[config.mk]
export PLATFORM = sky130hd
export DESIGN_NAME = pidpi_cfg
export DESIGN_NICKNAME = d
export VERILOG_FILES = /design/src/sv/pid_controller_pos_inc_assert.svh /design/src/sv/pidpi_pkg.sv /design/src/sv/pidpi_cfg.sv
export SDC_FILE = /design/constraint.sdc
export NUM_CORES = 1
export LEC_CHECK = 0
export BUFFER_PORTS_ARGS = -buffer_cell sky130_fd_sc_hd__buf_2
export CAP_MARGIN = 25
export CORE_AREA = 4 4 120 207
export CTS_CLUSTER_DIAMETER = 150
export DETAILED_ROUTE_END_ITERATION = 8
export DIE_AREA = 0 0 124 211
export REMOVE_ABC_BUFFERS = 1
export SYNTH_ARGS = -nofsm -noshare
export SYNTH_HDL_FRONTEND = slang
export SYNTH_SLANG_ARGS = --single-unit
[constraint.sdc]
create_clock -name clk_i -period 0.8 [get_ports clk_i]
set_input_delay 0.12 -clock clk_i [delete_from_list [all_inputs] [get_ports clk_i]]
set_output_delay 0.12 -clock clk_i [all_outputs]
set_load 0.005 [all_outputs]
[src/sv/pid_controller_pos_inc_assert.svh]
// Assertion macros for the PID controller block.
// Depends on nothing; included by pid_controller_pos_inc, the RTL file that carries assertions.
`ifndef PID_CONTROLLER_POS_INC_ASSERT_SVH
`define PID_CONTROLLER_POS_INC_ASSERT_SVH

`ifndef SYNTHESIS

// Property that must hold at every clock edge outside reset.
`define PID_ASSERT(lbl, clk, rstn, prop) \
  lbl: assert property (@(posedge clk) disable iff (!rstn) (prop)) \
    else $error("PID controller assertion failed");

// Condition that must never be true outside reset.
`define PID_ASSERT_NEVER(lbl, clk, rstn, cond) \
  lbl: assert property (@(posedge clk) disable iff (!rstn) !(cond)) \
    else $error("PID controller forbidden condition seen");

`else

`define PID_ASSERT(lbl, clk, rstn, prop)
`define PID_ASSERT_NEVER(lbl, clk, rstn, cond)

`endif

`endif

[src/sv/pidpi_pkg.sv]
// Shared types and constants of the PID controller block.
// Depends on nothing; used by pidpi_cfg and pid_controller_pos_inc.
`default_nettype none

package pidpi_pkg;

  // Field widths.
  localparam int ErrW     = 16;
  localparam int GainW    = 32;
  localparam int LimW     = 15;
  localparam int DriveW   = 48;
  localparam int HeldW    = 32;
  localparam int FracW    = 16;
  localparam int CfgIdxW  = 3;
  localparam int CfgDataW = 32;

  // Register indexes of the configuration port.
  typedef enum logic [CfgIdxW-1:0] {
    REG_MODE         = 3'd0,
    REG_GAIN_P       = 3'd1,
    REG_GAIN_I       = 3'd2,
    REG_GAIN_D       = 3'd3,
    REG_INTEG_LIMIT  = 3'd4,
    REG_I_TERM_LIMIT = 3'd5,
    REG_OUT_LIMIT    = 3'd6
  } cfg_idx_e;

  // Controller form.
  typedef enum logic {
    MODE_POS = 1'b0,
    MODE_INC = 1'b1
  } mode_e;

  // Reset values of the limit registers, whole units.
  localparam logic [LimW-1:0] IntegLimitRst = 15'd200;
  localparam logic [LimW-1:0] ITermLimitRst = 15'd200;
  localparam logic [LimW-1:0] OutLimitRst   = 15'd6000;

  // Saturation bounds of the drive output.
  localparam logic signed [DriveW-1:0] DriveMax = 48'sh7FFF_FFFF_FFFF;
  localparam logic signed [DriveW-1:0] DriveMin = 48'sh8000_0000_0000;

  // Configuration as seen by the datapath.
  typedef struct packed {
    mode_e                   mode;
    logic signed [GainW-1:0] gain_p;
    logic signed [GainW-1:0] gain_i;
    logic signed [GainW-1:0] gain_d;
    logic [LimW-1:0]         integ_limit;
    logic [LimW-1:0]         i_term_limit;
    logic [LimW-1:0]         out_limit;
  } cfg_t;

endpackage

`default_nettype wire

[src/sv/pidpi_cfg.sv]
// Configuration register file of the PID controller: mode, gains and limits.
// Depends on pidpi_pkg.
`default_nettype none

module pidpi_cfg (
  input  wire logic                              clk_i,
  input  wire logic                              rst_ni,
  input  wire logic                              cfg_we_i,
  input  wire logic [pidpi_pkg::CfgIdxW-1:0]     cfg_idx_i,
  input  wire logic [pidpi_pkg::CfgDataW-1:0]    cfg_wdata_i,
  output pidpi_pkg::cfg_t                        cfg_o
);
  import pidpi_pkg::*;

  cfg_t cfg_q, cfg_d;

  // Decode a write; indexes past the last register are dropped.
  always_comb begin
    cfg_d = cfg_q;
    if (cfg_we_i) begin
      case (cfg_idx_e'(cfg_idx_i))
        REG_MODE:         cfg_d.mode         = mode_e'(cfg_wdata_i[0]);
        REG_GAIN_P:       cfg_d.gain_p       = $signed(cfg_wdata_i[GainW-1:0]);
        REG_GAIN_I:       cfg_d.gain_i       = $signed(cfg_wdata_i[GainW-1:0]);
        REG_GAIN_D:       cfg_d.gain_d       = $signed(cfg_wdata_i[GainW-1:0]);
        REG_INTEG_LIMIT:  cfg_d.integ_limit  = cfg_wdata_i[LimW-1:0];
        REG_I_TERM_LIMIT: cfg_d.i_term_limit = cfg_wdata_i[LimW-1:0];
        REG_OUT_LIMIT:    cfg_d.out_limit    = cfg_wdata_i[LimW-1:0];
        default:          cfg_d              = cfg_q;
      endcase
    end
  end

  // Register file with its reset values.
  always_ff @(posedge clk_i or negedge rst_ni) begin
    if (!rst_ni) begin
      cfg_q.mode         <= MODE_POS;
      cfg_q.gain_p       <= '0;
      cfg_q.gain_i       <= '0;
      cfg_q.gain_d       <= '0;
      cfg_q.integ_limit  <= IntegLimitRst;
      cfg_q.i_term_limit <= ITermLimitRst;
      cfg_q.out_limit    <= OutLimitRst;
    end else begin
      cfg_q <= cfg_d;
    end
  end

  assign cfg_o = cfg_q;

endmodule

`default_nettype wire

Word level (Yosys, flattened, before mapping)

Index checks and enable logic that the tools add are counted.

$add $sub $neg: 0
$mul: 0
Div/mod/pow operators: 0
$lt $le $gt $ge: 0
Equality and inequality tests: 6
Shift-type cells: 0
Mux-type cells: 0
Bitwise logic cells: 0
Reductions and logical operators: 8

Operators by type and width:

| cell                                           | count |
|---|---|
| AND reduction 2 bit                            | 7 |
| == test 3 bit (second input constant)          | 3 |
| == test 3 x 2 -> 1 bit (second input constant) | 2 |
| == test 3 x 1 -> 1 bit (second input constant) | 1 |
| logical NOT 3 bit                              | 1 |

Bits in registers: 142
Latch bits: 0
Bits in writable memories: 0
Memory bits (read-only): 0
Output and inout bits: 142
Memories kept: 0

Longest topological paths before layout

Depth in word-level cells: 2
Mapped depth: 5

Worst setup path after synthesis

OpenSTA, ideal clock, no wires.

Kind: in2reg
From: input port cfg_we_i
To: register cfg_q, in the netlist cfg_o[34]
Library setup time: 0.125 ns
Arrival time: 1.031 ns
Data required time: 0.675 ns
Slack: -0.356 ns
Cell stages on the path: 5
Cell sequence: buf_2 -> and4bb_1 -> buf_6 -> buf_6 -> mux2_4

Longest elaborated chain between the ends: 1

Ends and longest elaborated chain:

| element                              | line            | text |
|---|---|---|
| from (decl)                          | pidpi_cfg.sv:8  | `input wire logic cfg_we_i,` |
| AND reduction 2 bit (no source line) | n/a             |  |
| to (signal assigned)                 | pidpi_cfg.sv:45 | `cfg_q <= cfg_d;` |
| to (decl)                            | pidpi_cfg.sv:15 | `cfg_t cfg_q, cfg_d;` |

No other way between the ends.
A chain may end at the register's enable or synchronous reset.

Worst setup path after layout

From: register cfg_q, in the netlist cfg_o[5]
To: output port cfg_o[5] in the netlist's numbering

RTL lines:

| element   | line            | text |
|---|---|---|
| to (decl) | pidpi_cfg.sv:11 | `output pidpi_pkg::cfg_t cfg_o` |

No word-level cell between the ends.

==> flow_summary_export.csv <==
group,metric,value,unit
outcome,run_status,"complete, but fails checks",
outcome,violations,"negative setup slack",
grt,track_usage,13.5,%
finish,fillerInstances,2155,
timing,worst-slew-pin-transition,0.258,ns
timing,final_hold_viol_count,0,
placed_design,placed_area,7100,um^2
clocking,largest_buffer_count_on_any_clock_path,2,
flow_run,max_cap_viol,0,
floorplan,core_box_area,23200,um^2
pwr,sequential_share_of_power,40.8,%
timing,fmax,0.839,GHz
yosys,synth.yosys.seq_area_share,62.5,%
pwr,power.share.clock,31.8,%
route,num_vias,3919,
placed_design,place.gp.congestion,0.721,
worst_hold_path,worst_hold_path_type,"input pin to register",
grt,gr-total-overflow,0,
setup_path,critical-path-max-stage-delay,0.54,ns
floorplan,die_area,26200,um^2
grt,antenna_found_initial,0,
grt,grt_max_degree,48,
timing,skew_final,0,ns
clocking,clkLatencyLatePin,0.43,ns
floorplan,placement_rows,74,
pwr,switching_share,25.0,%
timing,rsz0062_at_grt,"yes",
setup_path,crit_path_start_kind,"register",
setup_path,worstPathCellList,"buf_2",
pwr,power_per_cell_area,2600,nW/um^2
grt,wire_length_of_the_first_global_routing_pass,25800,um
route,remaining_antenna_violation_count_after_routing,0,
floorplan,start_util,24.6,%
timing,max-slew-margin-rel,82.8,%
yosys,netlist_area,5710,um^2
route,detail_route.wirelength,17800,um
pwr,power.ir.vdd_worst,1170,uV
route,avgViaCountPerCell,4.13,
yosys,ys_seq_elements,142,
yosys,count_of_mapped_cells_out_of_synthesis,307,
timing,setup-tns-final,-46.79,ns
timing,period_minus_slack,1.19,ns
setup_path,timing.setup.critical_path_class,"register to output pin",
clocking,path_clk_slew,0.06,ns
floorplan,num_io_pins,180,
yosys,netlist-cell-type-count,11,
finish,layout-area-overhead-vs-synth,63.3,%
setup_path,dominant_delay_contributor_by_cell_family_on_the_critical_path,"flip-flops",
route,routedWlPerCell,18.7,um
route,iteration_0_drc_markers,149,
yosys,synth-warning-count,0,
route,drt-pass1-iter-count,4,
placed_design,dp_hpwl,10500,um
setup_path,critical_path.max_fanout,2,
clocking,clock_tree_from_tritoncts,"done",
clocking,clkSinkCount,142,
setup_path,critPathArrivalTime,1.07,ns
floorplan,die_w,124,um
timing,layout_worst_path_cycle_share,149,%
pwr,netSwitchingPower,6.07,mW
setup_path,cp_slowest_cell,"sky130_fd_sc_hd__dfstp_2",
finish,diodes,0,
grt,first_global_vias,4361,
finish,finish.net_count,670,
timing,worst_slack,-0.392,ns
yosys,avg_synthesized_cell_area,18.6,um^2
finish,largest_register_ff_count,142,
setup_path,worstPathBufferInverterCount,1,
floorplan,die_y,211,um
route,drt_drc_violations_left,0,
clocking,cts_htree_levels,4,
finish,drive_gt1_share,74.9,%
timing,finalSetupViolCount,249,
pwr,p_leak,4.58,nW
placed_design,port-buffer-count,179,
clocking,cts_root_buffer,"sky130_fd_sc_hd__clkbuf_16",
setup_path,setup.worst_path.end_class,"output pin",
setup_path,crit_required,0.68,ns
pwr,power.combinational.fraction,27.4,%
pwr,internal_power,18.2,mW
clocking,cts_inserted_buffers,17,
timing,report.final.slew_viol_count,0,
timing,fin_hold_ws,0.0398,ns
finish,postLayoutCellArea,9330,um^2
==> Yosys cell counts, drive strengths merged <==
cell / instances / area (um^2)
and4bb: 3 / 37.5
buf: 16 / 195
dfrtp: 129 / 3230
dfstp: 13 / 342
mux2: 142 / 1860
nand4b: 3 / 38.8
nor4b: 1 / 8.76
==> worst paths after layout <==
kind / start / to / slack (ns) / depth (start not counted)
worst max-delay path: cfg_o[5] / cfg_o[5] / -0.39 / 1
worst min-delay path: cfg_wdata_i[13] / cfg_o[90] / 0.04 / 2
worst max register to register: cfg_o[37] / cfg_o[37] / -0.14 / 3
worst min register to register: cfg_o[54] / cfg_o[54] / 0.50 / 1
max in group asynchronous: rst_ni / cfg_o[126] / 0.16 / 4
min in group asynchronous: rst_ni / cfg_o[132] / 0.08 / 2
==> through the flow <==
stage | instances | util (%) | total power [mW] | setup slack, ns
2_1_floorplan | 291 | - | 11.8 | -1.22
3_3_place_gp | 797 | 30.5 | 14.3 | -0.532
3_5_place_dp | 797 | 30.5 | 14.5 | -0.566
4_1_cts | 932 | 38.7 | 23.8 | -0.438
5_1_grt | 949 | 40.1 | 25.5 | -0.441
6_report | 949 | 40.1 | 24.3 | -0.392
==> timing repair <==
item,4_1_cts,5_1_grt
setup endpoints to repair,231,255
cloned,8,2
buffers inserted,66,42
hold buffers,29,0
hold endpoints to repair,258,0
pin swaps,4,4
gates resized for setup,77,76
==> routing by layer <==
metal	part of all wire, %	vias to the layer above	track usage, %	wire length (um)
met5	0	-	0	0
met4	2.3	0	6.01	414
met3	4.3	21	3.32	761
met2	54	126	22.7	9530
met1	40	2027	16.0	7050
li1	-	1745	-	-
==> cells in the final DEF, fill, tap and decap left out, types with 4 or more instances in the layout <==
master	Yosys	routed
sky130_fd_sc_hd__clkbuf_16	0	19
sky130_fd_sc_hd__mux2_2	72	40
sky130_fd_sc_hd__buf_8	0	4
sky130_fd_sc_hd__clkinvlp_4	0	4
sky130_fd_sc_hd__buf_6	4	64
sky130_fd_sc_hd__dfstp_2	13	13
sky130_fd_sc_hd__buf_4	0	36
sky130_fd_sc_hd__dfrtp_1	129	129
sky130_fd_sc_hd__dlygate4sd3_1	0	29
sky130_fd_sc_hd__buf_12	6	20
sky130_fd_sc_hd__mux2_4	70	102
sky130_fd_sc_hd__buf_2	6	164
==> power groups by stage <==
| stage | Sequential [mW] | Combinational, mW | Clock (mW) |
|---|---|---|---|
| 2_1_floorplan | 9.90 | 1.94 | 0 |
| 3_3_place_gp | 9.83 | 4.45 | 0 |
| 3_5_place_dp | 9.91 | 4.54 | 0 |
| 4_1_cts | 9.80 | 6.08 | 7.97 |
| 5_1_grt | 10.1 | 7.17 | 8.30 |
| 6_report | 9.91 | 6.65 | 7.71 |
==> worst reg2reg max path: stages (launching register included) <==
cell,delay (ns)
sky130_fd_sc_hd__dfstp_2,0.38
sky130_fd_sc_hd__buf_4,0.13
sky130_fd_sc_hd__buf_6,0.10
sky130_fd_sc_hd__mux2_4,0.25
==> area by class of cell <==
type	instances	area, um^2	area share, %
clock buffer	22	464	4.98
clock inverter	10	114	1.22
multi-input combinational	149	2100	22.5
sequential	142	3570	38.3
tap	304	380	4.08
timing repair buffer	322	2700	28.9
==> kinds of logic after synthesis <==
| group | after synthesis | synth area share (%) |
|---|---|---|
| and+or+nand+nor | 7 | 1.49 |
| DFF | 142 | 62.5 |
| buffers and inverters | 16 | 3.42 |
| muxes | 142 | 32.6 |
Note: power is estimated with default switching activity, not from simulation.
